<file path="config.mk">
export PLATFORM = sky130hd
export DESIGN_NAME = led_matrix_cascade_frame_writer_top
export DESIGN_NICKNAME = d
export VERILOG_FILES = /design/src/design/lmcfw_pkg.sv /design/src/design/lmcfw_front.sv /design/src/design/lmcfw_queue.sv /design/src/design/lmcfw_back.sv /design/src/design/led_matrix_cascade_frame_writer_top.sv
export SDC_FILE = /design/constraint.sdc
export NUM_CORES = 1
export LEC_CHECK = 0
export ABC_AREA = 1
export BUFFER_PORTS_ARGS = -buffer_cell sky130_fd_sc_hd__buf_2
export CORE_MARGIN = 4
export CORE_UTILIZATION = 50
export CTS_BUF_LIST = sky130_fd_sc_hd__clkbuf_16
export CTS_CLUSTER_DIAMETER = 50
export DETAILED_ROUTE_END_ITERATION = 12
export PLACE_DENSITY = 0.66
export SLEW_MARGIN = 20
export SYNTH_ARGS = -nofsm -noshare
export SYNTH_HDL_FRONTEND = slang
export SYNTH_HIERARCHICAL = 1
export SYNTH_SLANG_ARGS = --single-unit
</file>
<file path="constraint.sdc">
create_clock -name clk_i -period 3.14 [get_ports clk_i]
set_input_delay 0 -clock clk_i [delete_from_list [all_inputs] [get_ports clk_i]]
set_output_delay 0 -clock clk_i [all_outputs]
set_load 0.02 [all_outputs]
</file>
<file path="src/design/lmcfw_pkg.sv">
// shared types and constants for the led matrix cascade frame writer
`default_nettype none

package lmcfw_pkg;

  // input mode codes
  localparam logic [1:0] ModePixel = 2'd0;
  localparam logic [1:0] ModeRow   = 2'd1;
  localparam logic [1:0] ModeBcast = 2'd2;

  localparam int StoreDepth = 32;
  localparam int QueueDepth = 2;
  localparam logic [7:0] MsbMask = 8'h80;

  typedef enum logic [1:0] {
    KindPixel,
    KindRow,
    KindBcast
  } kind_e;

  typedef struct packed {
    logic [1:0] mode;
    logic [2:0] led_row;
    logic [4:0] column;
    logic [4:0] row_line;
    logic [7:0] value;
    logic [3:0] cmd_address;
  } item_t;

  typedef struct packed {
    logic [3:0] reg_address;
    logic [7:0] reg_data;
    logic       frame_end;
    logic       run_last;
  } result_t;

  // one classified job for the back end
  typedef struct packed {
    kind_e      kind;
    logic [2:0] led_row;
    logic [4:0] column;
    logic [7:0] value;
    logic [3:0] cmd_address;
  } cmd_t;

endpackage

`default_nettype wire

</file>
<file path="src/design/lmcfw_front.sv">
// front end: takes items, drops those without output, builds back end jobs
`default_nettype none

module lmcfw_front
  import lmcfw_pkg::*;
#(
  parameter int DEVICES = 4
) (
  input  var logic  accept_i,
  input  var item_t item_i,
  output logic      push_o,
  output cmd_t      cmd_o
);

  localparam int Limit = (8 * DEVICES < StoreDepth) ? 8 * DEVICES : StoreDepth;
  localparam logic [5:0] LimitW = 6'(Limit);

  logic col_ok;
  logic line_ok;

  assign col_ok  = {1'b0, item_i.column} < LimitW;
  assign line_ok = {1'b0, item_i.row_line} < LimitW;

  always_comb begin
    push_o            = 1'b0;
    cmd_o.kind        = KindPixel;
    cmd_o.led_row     = item_i.led_row;
    cmd_o.column      = item_i.column;
    cmd_o.value       = item_i.value;
    cmd_o.cmd_address = item_i.cmd_address;
    case (item_i.mode)
      ModePixel: begin
        push_o = accept_i && col_ok;
      end
      ModeRow: begin
        // start at the highest column of the device, led row from the line
        push_o        = accept_i && line_ok;
        cmd_o.kind    = KindRow;
        cmd_o.led_row = item_i.row_line[2:0];
        cmd_o.column  = {item_i.row_line[4:3], 3'b111};
      end
      ModeBcast: begin
        push_o     = accept_i;
        cmd_o.kind = KindBcast;
      end
      default: begin
        push_o = 1'b0;
      end
    endcase
  end

endmodule

`default_nettype wire

</file>
<file path="src/design/lmcfw_queue.sv">
// short job queue between front and back end
`default_nettype none

module lmcfw_queue
  import lmcfw_pkg::*;
(
  input  var logic clk_i,
  input  var logic rst_ni,
  input  var logic push_i,
  input  var cmd_t cmd_i,
  output logic     full_o,
  output logic     valid_o,
  output cmd_t     cmd_o,
  input  var logic pop_i
);

  localparam int PtrW = $clog2(QueueDepth);

  cmd_t           entry_q [QueueDepth];
  logic [PtrW-1:0] wr_q, wr_d;
  logic [PtrW-1:0] rd_q, rd_d;
  logic [PtrW:0]   count_q, count_d;

  assign full_o  = count_q == (PtrW + 1)'(QueueDepth);
  assign valid_o = count_q != '0;
  assign cmd_o   = entry_q[rd_q];

  always_comb begin
    wr_d    = push_i ? wr_q + 1'b1 : wr_q;
    rd_d    = pop_i ? rd_q + 1'b1 : rd_q;
    count_d = count_q;
    if (push_i && !pop_i) begin
      count_d = count_q + 1'b1;
    end else if (pop_i && !push_i) begin
      count_d = count_q - 1'b1;
    end
  end

  always_ff @(posedge clk_i or negedge rst_ni) begin
    if (!rst_ni) begin
      wr_q    <= '0;
      rd_q    <= '0;
      count_q <= '0;
    end else begin
      wr_q    <= wr_d;
      rd_q    <= rd_d;
      count_q <= count_d;
    end
  end

  always_ff @(posedge clk_i) begin
    if (push_i) begin
      entry_q[wr_q] <= cmd_i;
    end
  end

endmodule

`default_nettype wire

</file>
<file path="src/design/lmcfw_back.sv">
// back end: column store and word sequencer, one device word per cycle while a job runs
`default_nettype none

module lmcfw_back
  import lmcfw_pkg::*;
#(
  parameter int DEVICES = 4
) (
  input  var logic clk_i,
  input  var logic rst_ni,
  input  var logic cmd_valid_i,
  input  var cmd_t cmd_i,
  output logic     pop_o,
  output logic     result_valid_o,
  output result_t  result_o
);

  localparam int WordW = (DEVICES > 1) ? $clog2(DEVICES) : 1;
  localparam logic [WordW-1:0] LastWord = WordW'(DEVICES - 1);

  logic [7:0]       store_q [StoreDepth];
  logic             active_q;
  logic             valid_q;
  logic [WordW-1:0] word_q;
  kind_e            kind_q;
  logic [2:0]       led_row_q;
  logic [4:0]       col_q;
  logic [7:0]       value_q;
  logic [3:0]       addr_q;
  result_t          result_q;

  logic [7:0]       cur_byte;
  logic [7:0]       mask;
  logic [7:0]       new_byte;
  logic             pix_on;
  logic             frame_last;
  logic             run_end;
  logic             load;
  logic [WordW-1:0] target;
  result_t          word;

  always_comb begin
    cur_byte   = store_q[col_q];
    mask       = 8'd1 << led_row_q;
    pix_on     = (kind_q == KindPixel) ? (value_q != 8'd0) : ((value_q & MsbMask) != 8'd0);
    new_byte   = pix_on ? (cur_byte | mask) : (cur_byte & ~mask);
    frame_last = word_q == LastWord;
    // a row job ends after the frame for the lowest column of its device
    run_end    = active_q && frame_last && (kind_q != KindRow || col_q[2:0] == 3'd0);
    target     = LastWord - WordW'(col_q[4:3]);
    word.frame_end = frame_last;
    word.run_last  = run_end;
    if (kind_q == KindBcast) begin
      word.reg_address = addr_q;
      word.reg_data    = value_q;
    end else if (word_q == target) begin
      word.reg_address = {1'b0, col_q[2:0]} + 4'd1;
      word.reg_data    = new_byte;
    end else begin
      word.reg_address = 4'd0;
      word.reg_data    = 8'd0;
    end
  end

  assign load  = cmd_valid_i && (!active_q || run_end);
  assign pop_o = load;

  always_ff @(posedge clk_i or negedge rst_ni) begin
    if (!rst_ni) begin
      active_q <= 1'b0;
      valid_q  <= 1'b0;
      word_q   <= '0;
      for (int i = 0; i < StoreDepth; i++) begin
        store_q[i] <= 8'd0;
      end
    end else begin
      valid_q <= active_q;
      if (active_q && kind_q != KindBcast && word_q == '0) begin
        store_q[col_q] <= new_byte;
      end
      if (load) begin
        active_q <= 1'b1;
        word_q   <= '0;
      end else if (active_q) begin
        if (frame_last) begin
          word_q <= '0;
          if (run_end) begin
            active_q <= 1'b0;
          end
        end else begin
          word_q <= word_q + 1'b1;
        end
      end
    end
  end

  always_ff @(posedge clk_i) begin
    if (active_q) begin
      result_q <= word;
    end
    if (load) begin
      kind_q    <= cmd_i.kind;
      led_row_q <= cmd_i.led_row;
      col_q     <= cmd_i.column;
      value_q   <= cmd_i.value;
      addr_q    <= cmd_i.cmd_address;
    end else if (active_q && frame_last && !run_end) begin
      // next column down and next value bit
      col_q[2:0] <= col_q[2:0] - 3'd1;
      value_q    <= value_q << 1;
    end
  end

  assign result_valid_o = valid_q;
  assign result_o       = result_q;

endmodule

`default_nettype wire

</file>
<file path="src/design/led_matrix_cascade_frame_writer_top.sv">
// top level of the led matrix cascade frame writer
`default_nettype none

// frame writer for a daisy chain of DEVICES 8x8 led matrix drivers
// - command channel: item_i is taken on a rising edge with start high and busy low
// - result channel: one device word per cycle on result_o while a job runs, marked by result_valid_o;
//   each word is a transfer at the edge that ends its cycle, the receiver cannot stall
// - pixel mode gives one chain frame of DEVICES words, broadcast mode one frame,
//   row mode eight frames (8*DEVICES words); out of range items and mode 3 give none
// - the first word passes through the queue, the back end job registers and the result register
// - the back end emits one word per cycle while it holds a job: a row item fills
//   8*DEVICES words, a pixel or broadcast item DEVICES words; jobs run back to back with no gap
// - a two entry job queue sits between the front and back end; busy is high while
//   it is full, so the sustained rate is set by the back end word sequencer
// - reset clears the column store (all pixels off), the queue and the sequencer
module led_matrix_cascade_frame_writer_top
  import lmcfw_pkg::*;
#(
  parameter int DEVICES = 4
) (
  input  var logic  clk_i,
  input  var logic  rst_ni,
  input  var logic  start,
  output logic      busy,
  input  var item_t item_i,
  output logic      result_valid_o,
  output result_t   result_o
);

  logic accept;
  logic push;
  cmd_t push_cmd;
  logic q_full;
  logic q_valid;
  cmd_t q_cmd;
  logic pop;

  // items are accepted whenever the queue has room
  assign busy   = q_full;
  assign accept = start && !q_full;

  lmcfw_front #(
    .DEVICES (DEVICES)
  ) u_front (
    .accept_i (accept),
    .item_i   (item_i),
    .push_o   (push),
    .cmd_o    (push_cmd)
  );

  lmcfw_queue u_queue (
    .clk_i   (clk_i),
    .rst_ni  (rst_ni),
    .push_i  (push),
    .cmd_i   (push_cmd),
    .full_o  (q_full),
    .valid_o (q_valid),
    .cmd_o   (q_cmd),
    .pop_i   (pop)
  );

  // back end pulls the next job on the last word of the current one
  lmcfw_back #(
    .DEVICES (DEVICES)
  ) u_back (
    .clk_i          (clk_i),
    .rst_ni         (rst_ni),
    .cmd_valid_i    (q_valid),
    .cmd_i          (q_cmd),
    .pop_o          (pop),
    .result_valid_o (result_valid_o),
    .result_o       (result_o)
  );

endmodule

`default_nettype wire

</file>
==> summary.md, run 1 <==
## Run status
- run status: completed

## Routing
- first-pass iteration count of the detailed router: 6
- Via-to-Cell Ratio: 5.47
- DRC marker count from the first detailed-route iteration: 1860
- residual DRC count: 0
- average wire length per cell after detail routing: 18.5 microns
- overall routed net length: 51.6 mm
- number of antenna-violating nets in the routed design: 0
- total vias in the final route: 15287

## Setup path
- cell chain of the critical path: nor2_1, inv_1, nand3_1, inv_1, nand2_2, nor2_2, inv_1, nand2_1, nand2_1
- Reg2Reg Depth: 9
- Critical Setup Path Class: reg2reg
- critical path launch point type: flip-flop
- startpoint of the lowest-slack register-to-register path: u_back/kind_q[0]
- R2R Setup Slk: 0.49 ns
- largest stage delay on the critical path: 0.65 ns
- highest-delay cell along the critical path: nor2_1
- required arrival time at the worst endpoint: 3.63 ns
- Worst Path Buf+Inv: 3
- category of cells accounting for the largest share of critical-path delay: simple AND/OR/NAND/NOR gates
- Reg2Reg Capture Point: u_back/store_q[225]
- critical path peak fanout: 13
- Worst Path Arrival: 3.14 ns
- Critical Path Start: u_back/kind_q[0]
- Critical Path End Type: flip-flop
- library cell appearing most often on the critical path: inv_1

## Global routing
- remaining global-route overflow: 0
- vias in the first global route: 14848
- global-route wire length before repair: 82.3 mm
- number of antenna violations at the first check in global routing: 0
- largest net degree at the start of global routing: 104
- Total GRT Usage: 27.0%

## Floorplan
- placeable core area: 0.0345 sq mm
- die outline height: 195 microns
- die width: 195 microns
- starting density of the core: 50.6%
- floorplan die area: 0.0380 sq mm
- number of rows in the core area: 68
- I/O pin total: 46

## Placed design
- HPWL after DPL: 31.8 mm
- number of placed cells counting well taps: 2689
- PortBufs: 45
- gpl congestion: 0.866

## Cells and area
- fill cell instance count of the final layout: 3194
- non-filler instance count after layout: 2795
- antenna diode count: 0
- layout cell share with drive strength beyond 1: 11.4%
- number of nets in the final layout: 2348
- most frequent standard cell in the layout excluding fill and tap cells: nand2_1
- Syn-to-layout area delta: 13.6%
- most frequent cells in the layout: 967 x nand2_1, 373 x nand3_1, 264 x dfrtp_1, 224 x inv_1, 80 x edfxtp_1

## STA
- worst clock skew: 0.0208 ns
- final worst path period need: 2.65 ns
- Setup-failing EPs final: 0
- peak clock frequency supported by timing: 378 MHz
- unrepaired setup endpoints after global routing: false
- final-report max-slew violation count: 0
- slew at the pin closest to its max-slew limit: 1.02 ns
- share of the cycle needed by the critical path after routing: 84.3%
- tightest slew margin relative to the limit: 32.0%
- final total negative setup slack: 0 ns
- total count of hold-check failures in the final report: 0

## Logic synthesis
- synthesized instance count: 2240
- sequential-to-total area share from yosys stat: 51.5%
- number of distinct standard cells referenced by the synthesized netlist: 32
- syn nets: 2278
- syn_area_per_cell: 7.81 sq um
- total of flip-flops plus latches after synthesis: 344
- number of synthesis warnings: 6
- summed instance area of the synthesized netlist: 0.0175 sq mm

## CTS
- CTS H-tree lvls: 2
- buffers inserted during post-CTS setup optimization: 0
- clk sinks: 344
- buffer depth of the longest clock path: 3
- clock latency reported for the late side of the worst-skew pair: 0.55 ns
- CTS tree: yes
- clock-pin slew on the worst setup and hold paths: 0.06 ns
- Clock Root Buffer: clkbuf_16
- post-cts resize count: 0
- Inserted Clock Buffers: 42

## Power and ir drop
- leakage: 10.3 nW
- cell area power density: 985 mW/mm^2
- peak ir drop on the vdd network: 0.587 mV

## Min path
- worst hold-check path type: in2async

## Flow run
- # Max-Cap Violations: 0

[synth_stat cells]
| cell | count | area share (%) |
|---|---|---|
| nand2_1 | 967 | 21 |
| nand3_1 | 373 | 11 |
| dfrtp_1 | 264 | 38 |
| inv_1 | 213 | 4.6 |
| edfxtp_1 | 80 | 14 |
| nor2_1 | 59 | 1.3 |
| o21ai_0 | 43 | 1.2 |
| buf_4 | 37 | 1.6 |
| clkbuf_1 | 33 | 0.71 |
| buf_2 | 29 | 0.83 |
| inv_2 | 24 | 0.52 |
| mux2_2 | 22 | 1.4 |
| nor2_4 | 19 | 1.2 |
| nor2_2 | 15 | 0.54 |
| nor3_1 | 9 | 0.26 |
| ha_1 | 8 | 0.57 |
| nand3_2 | 8 | 0.46 |
| buf_1 | 6 | 0.13 |
| nor3_4 | 6 | 0.56 |
| buf_6 | 5 | 0.32 |
| nand2_2 | 4 | 0.14 |
| xnor2_1 | 4 | 0.20 |
| nor3_2 | 2 | 0.11 |
| xor2_1 | 2 | 0.10 |
| a21boi_1 | 1 | 0.043 |
| a22o_1 | 1 | 0.050 |
| clkinv_1 | 1 | 0.021 |
| inv_4 | 1 | 0.036 |
| nand2_4 | 1 | 0.064 |
| nand3b_1 | 1 | 0.043 |
| nand4_1 | 1 | 0.036 |
| nor3b_1 | 1 | 0.043 |
[per-layer routing]
metal / vias to the layer above / wire length, microns / track usage [%]
li1: 7141 / - / -
met1: 7335 / 21300 / 38.0
met2: 694 / 24200 / 42.3
met3: 117 / 4380 / 4.87
met4: 0 / 1810 / 9.78
met5: - / 0 / 0
[power breakdown]
| part | total (mW) | internal, mW | switching, mW | leakage [nW] |
|---|---|---|---|---|
| sequential | 6.46 | 5.80 | 0.658 | 4.35 |
| combinational | 8.63 | 2.53 | 6.09 | 5.25 |
| clock | 4.50 | 2.59 | 1.90 | 0.660 |
| total | 19.6 | 10.9 | 8.65 | 10.3 |
[logic make-up after synthesis]
family          synth area share, %
buf+inv                        8.72
mux                            1.42
flops                          51.5
fa+ha+maj                     0.572
xor+xnor                      0.300
compound gates                 1.32
simple gates                   36.2
[worst max path at each step]
| stage | end | slack (ns) | depth (start not counted) |
|---|---|---|---|
| 2_1_floorplan | u_queue/count_q[1] | 0.44 | 17 |
| 3_3_place_gp | u_back/store_q[2] | 0.62 | 11 |
| 3_5_place_dp | u_back/store_q[186] | 0.59 | 11 |
| 4_1_cts | u_back/store_q[225] | 0.58 | 9 |
| 5_1_grt | u_back/store_q[225] | 0.32 | 9 |
| 6_report | u_back/store_q[225] | 0.49 | 9 |
[layout make-up]
type,instances,area [sq um],area share [%]
sequential,344,9010,45.3
multi-input combinational,1547,6960,35.0
timing repair buffer,136,1170,5.87
clock buffer,42,1050,5.29
inverter,239,901,4.53
tap,455,569,2.86
clock inverter,32,219,1.10
[through the flow]
step / instance area (sq um) / total power, mW / setup slack (ns) / util, % / hold slack (ns)
after global placement: 18300 / 14.8 / 0.616 / 52.9 / -0.0563
after global routing: 19900 / 20.7 / 0.325 / 57.5 / 0.104
after CTS: 19900 / 19.5 / 0.576 / 57.5 / 0.0755
after detailed placement: 18300 / 14.9 / 0.591 / 52.9 / -0.0532
after floorplan: 17500 / 11.9 / 0.437 / - / -0.296
final: 19900 / 19.6 / 0.492 / 57.5 / 0.0878
[repair_timing]
action | 4_1_cts | 5_1_grt
setup endpoints to repair | 0 | 0
hold buffers | 32 | 0
hold endpoints to repair | 309 | 0
[sequential cells by signal, indices dropped and copies added, names as in the netlist]
register and cells:
u_back/active_q 1, u_back/addr_q 4, u_back/col_q 5, u_back/kind_q 2
u_back/led_row_q 3, u_back/result_o 14, u_back/result_valid_o 1, u_back/store_q 256
u_back/value_q 8, u_back/word_q 2, u_queue/count_q 2, u_queue/entry_q 44
u_queue/rd_q 1, u_queue/wr_q 1
[worst reg2reg max path: cells and delay by family (launching register included)]
kind | cells | cell delay (ns)
and+or+nand+nor | 6 | 1.67
buffers and inverters | 3 | 0.53
DFF | 1 | 0.41
(Power assumes the default switching activity.)
==> inputs of run 2 (changes only) <==
--- a/config.mk
+++ b/config.mk
@@ -12,7 +12,7 @@
 export CTS_BUF_LIST = sky130_fd_sc_hd__clkbuf_16
 export CTS_CLUSTER_DIAMETER = 50
 export DETAILED_ROUTE_END_ITERATION = 12
-export PLACE_DENSITY = 0.66
+export PLACE_DENSITY = 0.69
 export SLEW_MARGIN = 20
 export SYNTH_ARGS = -nofsm -noshare
 export SYNTH_HDL_FRONTEND = slang
==> constraint.sdc (replaced) <==
create_clock -name clk_i -period 2.2 [get_ports clk_i]
set_input_delay 0 -clock clk_i [delete_from_list [all_inputs] [get_ports clk_i]]
set_output_delay 0 -clock clk_i [all_outputs]
set_load 0.02 [all_outputs]
==> run 2 against run 1 <==
Net effect: the run now ends with setup timing left; first-iteration DRC count is 9.0% lower; count of clock-buffer cells in the layout did not move; hold slack got worse by 0.086 ns; clock skew down 0.0055 ns; sequential power increased by 42%; register-to-register slack got worse by 0.51 ns; clock power is 48% higher; critical path type unchanged; critical endpoint is now u_back/store_q[13].
==> summary.md, run 2 (synthesis gave the netlist of run 1 again) <==
## Run status
- run status: finished, violations left
- violations in the final reports: setup timing

## Cells and area
- most frequent cells in the layout: 959 x nand2_1, 364 x nand3_1, 264 x dfrtp_1, 214 x inv_1, 91 x buf_4
- multi-input combinational cell area: 0.00717 sq mm, +3.0%
- Syn-to-layout area delta: 20.8%
- area used by sequential logic in the layout: 0.00901 sq mm, unchanged
- Largest register FFs: 256, unchanged
- antenna diode count: 0, unchanged
- most frequent standard cell in the layout excluding fill and tap cells: nand2_1
- Top reg by flops: u_back/store_q
- fill cell instance count of the final layout: 2994, -6.3%
- layout cell share with drive strength beyond 1: 15.9%, +4.5 points
- number of nets in the final layout: 2424, +3.2%

## CTS
- clk sinks: 344, unchanged
- CTS tree: yes
- clock latency reported for the late side of the worst-skew pair: 0.56 ns, about the same
- CTS H-tree lvls: 2, unchanged
- Clock Root Buffer: clkbuf_16
- clock-pin slew on the worst setup and hold paths: 0.06 ns, about the same
- buffer depth of the longest clock path: 3, unchanged
- Inserted Clock Buffers: 42, unchanged

## Floorplan
- die width: 195 microns, unchanged
- floorplan die area: 0.0380 sq mm, unchanged
- placeable core area: 0.0345 sq mm, unchanged
- I/O pin total: 46, unchanged
- starting density of the core: 50.6%, unchanged
- number of rows in the core area: 68, unchanged
- die outline height: 195 microns, unchanged

## Setup path
- critical path launch point type: flip-flop
- Worst Path Arrival: 2.66 ns, -0.48 ns
- required arrival time at the worst endpoint: 2.64 ns, -0.99 ns
- Reg2Reg Capture Point: u_back/store_q[13]
- R2R Setup Slk: -0.02 ns, -0.51 ns
- Critical Path End Type: flip-flop
- Critical Setup Path Class: reg2reg
- startpoint of the lowest-slack register-to-register path: u_back/col_q[0]
- Reg2Reg Depth: 12, +3
- critical path peak fanout: 31, +18

## STA
- unrepaired setup endpoints after global routing: true
- slew at the pin closest to its max-slew limit: 0.684 ns, -0.336 ns
- total count of hold-check failures in the final report: 0, unchanged
- Setup WS post-layout: -0.0184 ns, -0.511 ns
- peak clock frequency supported by timing: 451 MHz, +19%
- hold slack: 0.00130 ns, -0.0865 ns
- Setup-failing EPs final: 16, +16
- share of the cycle needed by the critical path after routing: 101%, +17 points
- tightest slew margin relative to the limit: 54.4%, +22 points
- final-report max-slew violation count: 0, unchanged
- final worst path period need: 2.22 ns, -0.429 ns
- worst clock skew: 0.0153 ns, -0.00553 ns

## Routing
- average wire length per cell after detail routing: 19.0 microns, +3.0%
- Via-to-Cell Ratio: 5.56, +1.6%
- residual DRC count: 0, unchanged
- first-pass iteration count of the detailed router: 6, unchanged
- overall routed net length: 54.7 mm, +6.0%
- total vias in the final route: 15974, +4.5%
- number of antenna-violating nets in the routed design: 0, unchanged
- DRC marker count from the first detailed-route iteration: 1693, -9.0%

## Global routing
- number of antenna violations at the first check in global routing: 0, unchanged
- Top Usage Layer GRT: met2
- global-route wire length before repair: 83.7 mm, +1.7%
- remaining global-route overflow: 0, unchanged
- met3 track demand over resource in global routing: 5.14%, +0.28 points
- fraction of met2 tracks used by global routing: 44.7%, +2.4 points
- global routing met1 resource utilization: 36.8%, -1.2 points
- Total GRT Usage: 27.5%, +0.47 points
- largest net degree at the start of global routing: 66, -37%
- vias in the first global route: 15289, +3.0%

## Min path
- worst hold-check path type: in2async

## Power and ir drop
- power after layout: 31.0 mW, +58%
- cell area power density: 1470 mW/mm^2, +49%
- peak ir drop on the vdd network: 1.23 mV, +110%
- leakage: 10.8 nW, +5.5%

## Placed design
- HPWL after DPL: 32.7 mm, +3.0%
- gpl congestion: 0.913, +5.4%
- PortBufs: 45, unchanged

## Flow run
- # Max-Cap Violations: 0, unchanged

[run 2: cell types whose count changed in the layout (fill, tap and decap cells not counted), moves of 9 or more]
cell | previous run | this run
nor2_1 | 58 | 45
buf_12 | 12 | 25
o21ai_0 | 43 | 32
nand3_1 | 373 | 364
inv_1 | 224 | 214
o21ai_1 | 0 | 10
buf_4 | 47 | 91
[run 2: where the power goes]
part	internal, mW	total, mW	switching [mW]
sequential	8.27	9.17	0.901
combinational	5.29	15.1	9.83
clock	3.87	6.67	2.81
total	17.4	31.0	13.5
[run 2: per-stage QoR]
| stage | cell area, sq um | TNS, ns | std cells | utilization, % | setup slack (ns) |
|---|---|---|---|---|---|
| finish | 21100 | -0.0983 | 2875 | 61.2 | -0.0184 |
| global route | 21100 | -11.03 | 2875 | 61.2 | -0.120 |
| CTS | 20600 | 0 | 2855 | 59.5 | 0.00469 |
| detailed placement | 18800 | -2.53 | 2743 | 54.4 | -0.0861 |
| global placement | 18800 | -0.414 | 2743 | 54.4 | -0.0356 |
| floorplan | 17600 | -0.384 | 2240 | - | -0.115 |
[run 2: worst max path at each step]
stage               depth (start not counted)             from  slack, ns             endpoint
floorplan                                  17  u_back/col_q[0]      -0.11   u_queue/count_q[1]
global placement                           11  u_back/col_q[0]      -0.04   u_back/store_q[79]
detailed placement                         11  u_back/col_q[0]      -0.09    u_back/value_q[7]
CTS                                        11  u_back/col_q[0]      0.005   u_back/store_q[66]
global route                               14  u_back/col_q[0]      -0.12  u_back/store_q[221]
finish                                     12  u_back/col_q[0]      -0.02   u_back/store_q[13]
[run 2: repair_timing]
item | in CTS | in global routing
pin swaps | 2 | 15
hold buffers | 30 | 0
gates cloned | 3 | 8
gates resized for setup | 12 | 73
endpoints found under the hold margin | 309 | 0
buffers inserted | 1 | 13
setup endpoints to repair | 133 | 298
[run 2: metal layers]
layer  vias to the layer above  share of wire, %
li1                       7322                 -
met1                      7661                39
met2                       826                48
met3                       165               9.0
met4                         0               4.2
met5                         -                 0
[run 2: layout make-up]
type	count	share of cell area, %
inverter	239	4.30
multi-input combinational	1547	34.0
timing repair buffer	212	10.1
sequential	344	42.6
clock inverter	36	1.33
clock buffer	42	4.98
tap	455	2.70
[run 2: worst max-delay path, stage by stage (launching register included)]
cell	delay [ns]
edfxtp_1	0.44
buf_4	0.23
buf_12	0.21
nand2_1	0.10
nand3_1	0.08
nand2_1	0.08
nand2_1	0.08
nand2_2	0.08
nor2_4	0.16
nand3_4	0.23
clkbuf_16	0.26
nand3_2	0.07
nand2_1	0.06
==> inputs of run 3 (changes only) <==
--- a/config.mk
+++ b/config.mk
@@ -6,7 +6,7 @@
 export NUM_CORES = 1
 export LEC_CHECK = 0
 export ABC_AREA = 1
-export BUFFER_PORTS_ARGS = -buffer_cell sky130_fd_sc_hd__buf_2
+export BUFFER_PORTS_ARGS = -buffer_cell sky130_fd_sc_hd__buf_4
 export CORE_MARGIN = 4
 export CORE_UTILIZATION = 50
 export CTS_BUF_LIST = sky130_fd_sc_hd__clkbuf_16
==> run 3 against run 2 <==
Net effect: the run still ends with setup timing left; hold slack better by 0.0024 ns; largest power group unchanged; flip-flop and latch count stayed put; count of clock-buffer cells in the layout is 3 higher; critical path depth stayed put; cell count is 1.9% higher.
==> summary.md, run 3 (synthesis gave the netlist of run 1 again) <==
## Cells and area
- Syn-to-layout area delta: 32.0%
- layout cell share with drive strength beyond 1: 26.2%, +10 points
- Largest register FFs: 256, unchanged
- final non-filler cell area: 0.0231 sq mm, +9.3%
- most frequent standard cell in the layout excluding fill and tap cells: nand2_1
- Top reg by flops: u_back/store_q
- most frequent cells in the layout: 902 x nand2_1, 264 x dfrtp_1, 230 x nand3_1, 205 x inv_1, 159 x buf_4
- number of nets in the final layout: 2484, +2.5%
- antenna diode count: 0, unchanged

## Placed design
- post-placement setup slack: -0.0306 ns, +0.0555 ns
- PortBufs: 45, unchanged
- gpl congestion: 0.904, -0.99%
- post-placement cell area: 0.0191 sq mm, +1.7%
- HPWL after DPL: 33.3 mm, +1.9%

## Routing
- average wire length per cell after detail routing: 20.7 microns, +8.9%
- Via-to-Cell Ratio: 5.75, +3.5%
- total vias in the final route: 16846, +5.5%
- number of antenna-violating nets in the routed design: 0, unchanged
- first-pass iteration count of the detailed router: 7, +1
- residual DRC count: 0, unchanged
- DRC marker count from the first detailed-route iteration: 2331, +38%
- overall routed net length: 60.7 mm, +11%

## Floorplan
- I/O pin total: 46, unchanged
- number of rows in the core area: 68, unchanged
- die width: 195 microns, unchanged
- floorplan die area: 0.0380 sq mm, unchanged
- starting density of the core: 50.6%, unchanged
- die outline height: 195 microns, unchanged
- placeable core area: 0.0345 sq mm, unchanged

## Global routing
- remaining global-route overflow: 0, unchanged
- number of antenna violations at the first check in global routing: 0, unchanged
- global-route wire length before repair: 84.5 mm, +1.0%
- largest net degree at the start of global routing: 72, +9.1%
- vias in the first global route: 15771, +3.2%
- Total GRT Usage: 27.6%, +0.11 points

## Flow run
- # Max-Cap Violations: 0, unchanged

## Setup path
- required arrival time at the worst endpoint: 2.51 ns, -0.13 ns
- critical path peak fanout: 7, -77%
- critical path launch point type: flip-flop
- Critical Setup Path Class: reg2reg
- Critical Path End Type: flip-flop
- Worst Path Arrival: 2.62 ns, -0.04 ns

## STA
- share of the cycle needed by the critical path after routing: 105%, +4.4 points
- tightest slew margin relative to the limit: 58.9%, +4.5 points
- slew at the pin closest to its max-slew limit: 0.614 ns, -0.0704 ns
- hold slack: 0.00367 ns, +0.00237 ns
- Setup-failing EPs final: 171, +155
- total count of hold-check failures in the final report: 0, unchanged
- final worst path period need: 2.31 ns, +0.0965 ns
- final-report max-slew violation count: 0, unchanged
- peak clock frequency supported by timing: 432 MHz, -4.2%
- unrepaired setup endpoints after global routing: true
- worst clock skew: 0.0184 ns, +0.00313 ns
- Setup WS post-layout: -0.115 ns, -0.0965 ns

## Power and ir drop
- peak ir drop on the vdd network: 0.999 mV, -19%
- cell area power density: 1550 mW/mm^2, +5.5%
- leakage: 11.4 nW, +5.5%

## CTS
- Inserted Clock Buffers: 42, unchanged
- clk sinks: 344, unchanged
- CTS H-tree lvls: 2, unchanged
- clock-pin slew on the worst setup and hold paths: 0.06 ns, about the same
- buffer depth of the longest clock path: 3, unchanged
- Clock Root Buffer: clkbuf_16
- clock latency reported for the late side of the worst-skew pair: 0.57 ns, about the same
- CTS tree: yes

## Run status
- run status: finished, violations left
- violations in the final reports: setup timing

## Min path
- worst hold-check path type: in2async

==> run 3: power breakdown <==
group	total (mW)	leakage, nW	switching (mW)	internal [mW]
Sequential	9.19	4.35	0.918	8.28
Combinational	19.7	6.39	12.0	7.65
Clock	6.87	0.677	2.81	4.06
Total	35.7	11.4	15.7	20.0
==> run 3: per-layer routing <==
metal | GRT usage [%] | wire [microns] | vias to the layer above
met1 | 37.0 | 22600 | 8042
met4 | 12.3 | 3960 | 0
met3 | 5.40 | 6600 | 290
li1 | - | - | 7432
met2 | 43.8 | 27500 | 1082
met5 | 0 | 0 | -
==> run 3: cell type report <==
class	instances	area, sq um
Tap cell	455	569
Clock buffer	45	1130
Clock inverter	28	243
Fill cell	2685	11500
Multi-Input combinational cell	1547	8150
Timing Repair Buffer	272	3080
Inverter	239	916
Sequential cell	344	9010
==> run 3: critical path, stage by stage, from the launching register on <==
cell and delay, ns:
edfxtp_1 0.46, clkinv_4 0.19, buf_6 0.17, clkbuf_16 0.17, buf_8 0.14, nand2_1 0.05
nand3_1 0.07, nand3_1 0.10, nand2_1 0.10, nor2_4 0.12, nand3_4 0.20, nand3_2 0.19
nand2_1 0.08
==> run 3: repair_timing <==
action,4_1_cts,5_1_grt
gates cloned,2,28
buffers inserted,1,24
resized for setup,7,336
setup endpoints to repair,74,272
hold buffers,31,0
pin swaps,2,60
endpoints found under the hold margin,282,0
==> run 3: path summary, 6_finish.rpt <==
| path | from | end | slack [ns] | cells past startpoint |
|---|---|---|---|---|
| max in group asynchronous | rst_ni | u_back/store_q[27] | 1.31 | 3 |
| min in group clk_i | start | u_queue/wr_q | 0.03 | 6 |
| worst min register to register | u_back/store_q[129] | u_back/store_q[129] | 0.47 | 2 |
| worst max-delay path | u_back/col_q[0] | u_back/result_o[3] | -0.11 | 12 |
| worst max register to register | u_back/col_q[0] | u_back/result_o[3] | -0.11 | 12 |
| worst min-delay path | rst_ni | u_back/store_q[124] | 0.004 | 2 |
==> run 3: metrics by stage <==
step                      util, %  TNS, ns  total power, mW  instances
after global placement       55.3        0             21.8       2771
after detailed placement     55.3   -0.504             22.0       2771
after global routing         66.8   -17.99             36.9       2930
after CTS                    60.5        0             29.4       2878
final                        66.8    -7.00             35.7       2930
after floorplan                 -   -0.384             17.1       2240
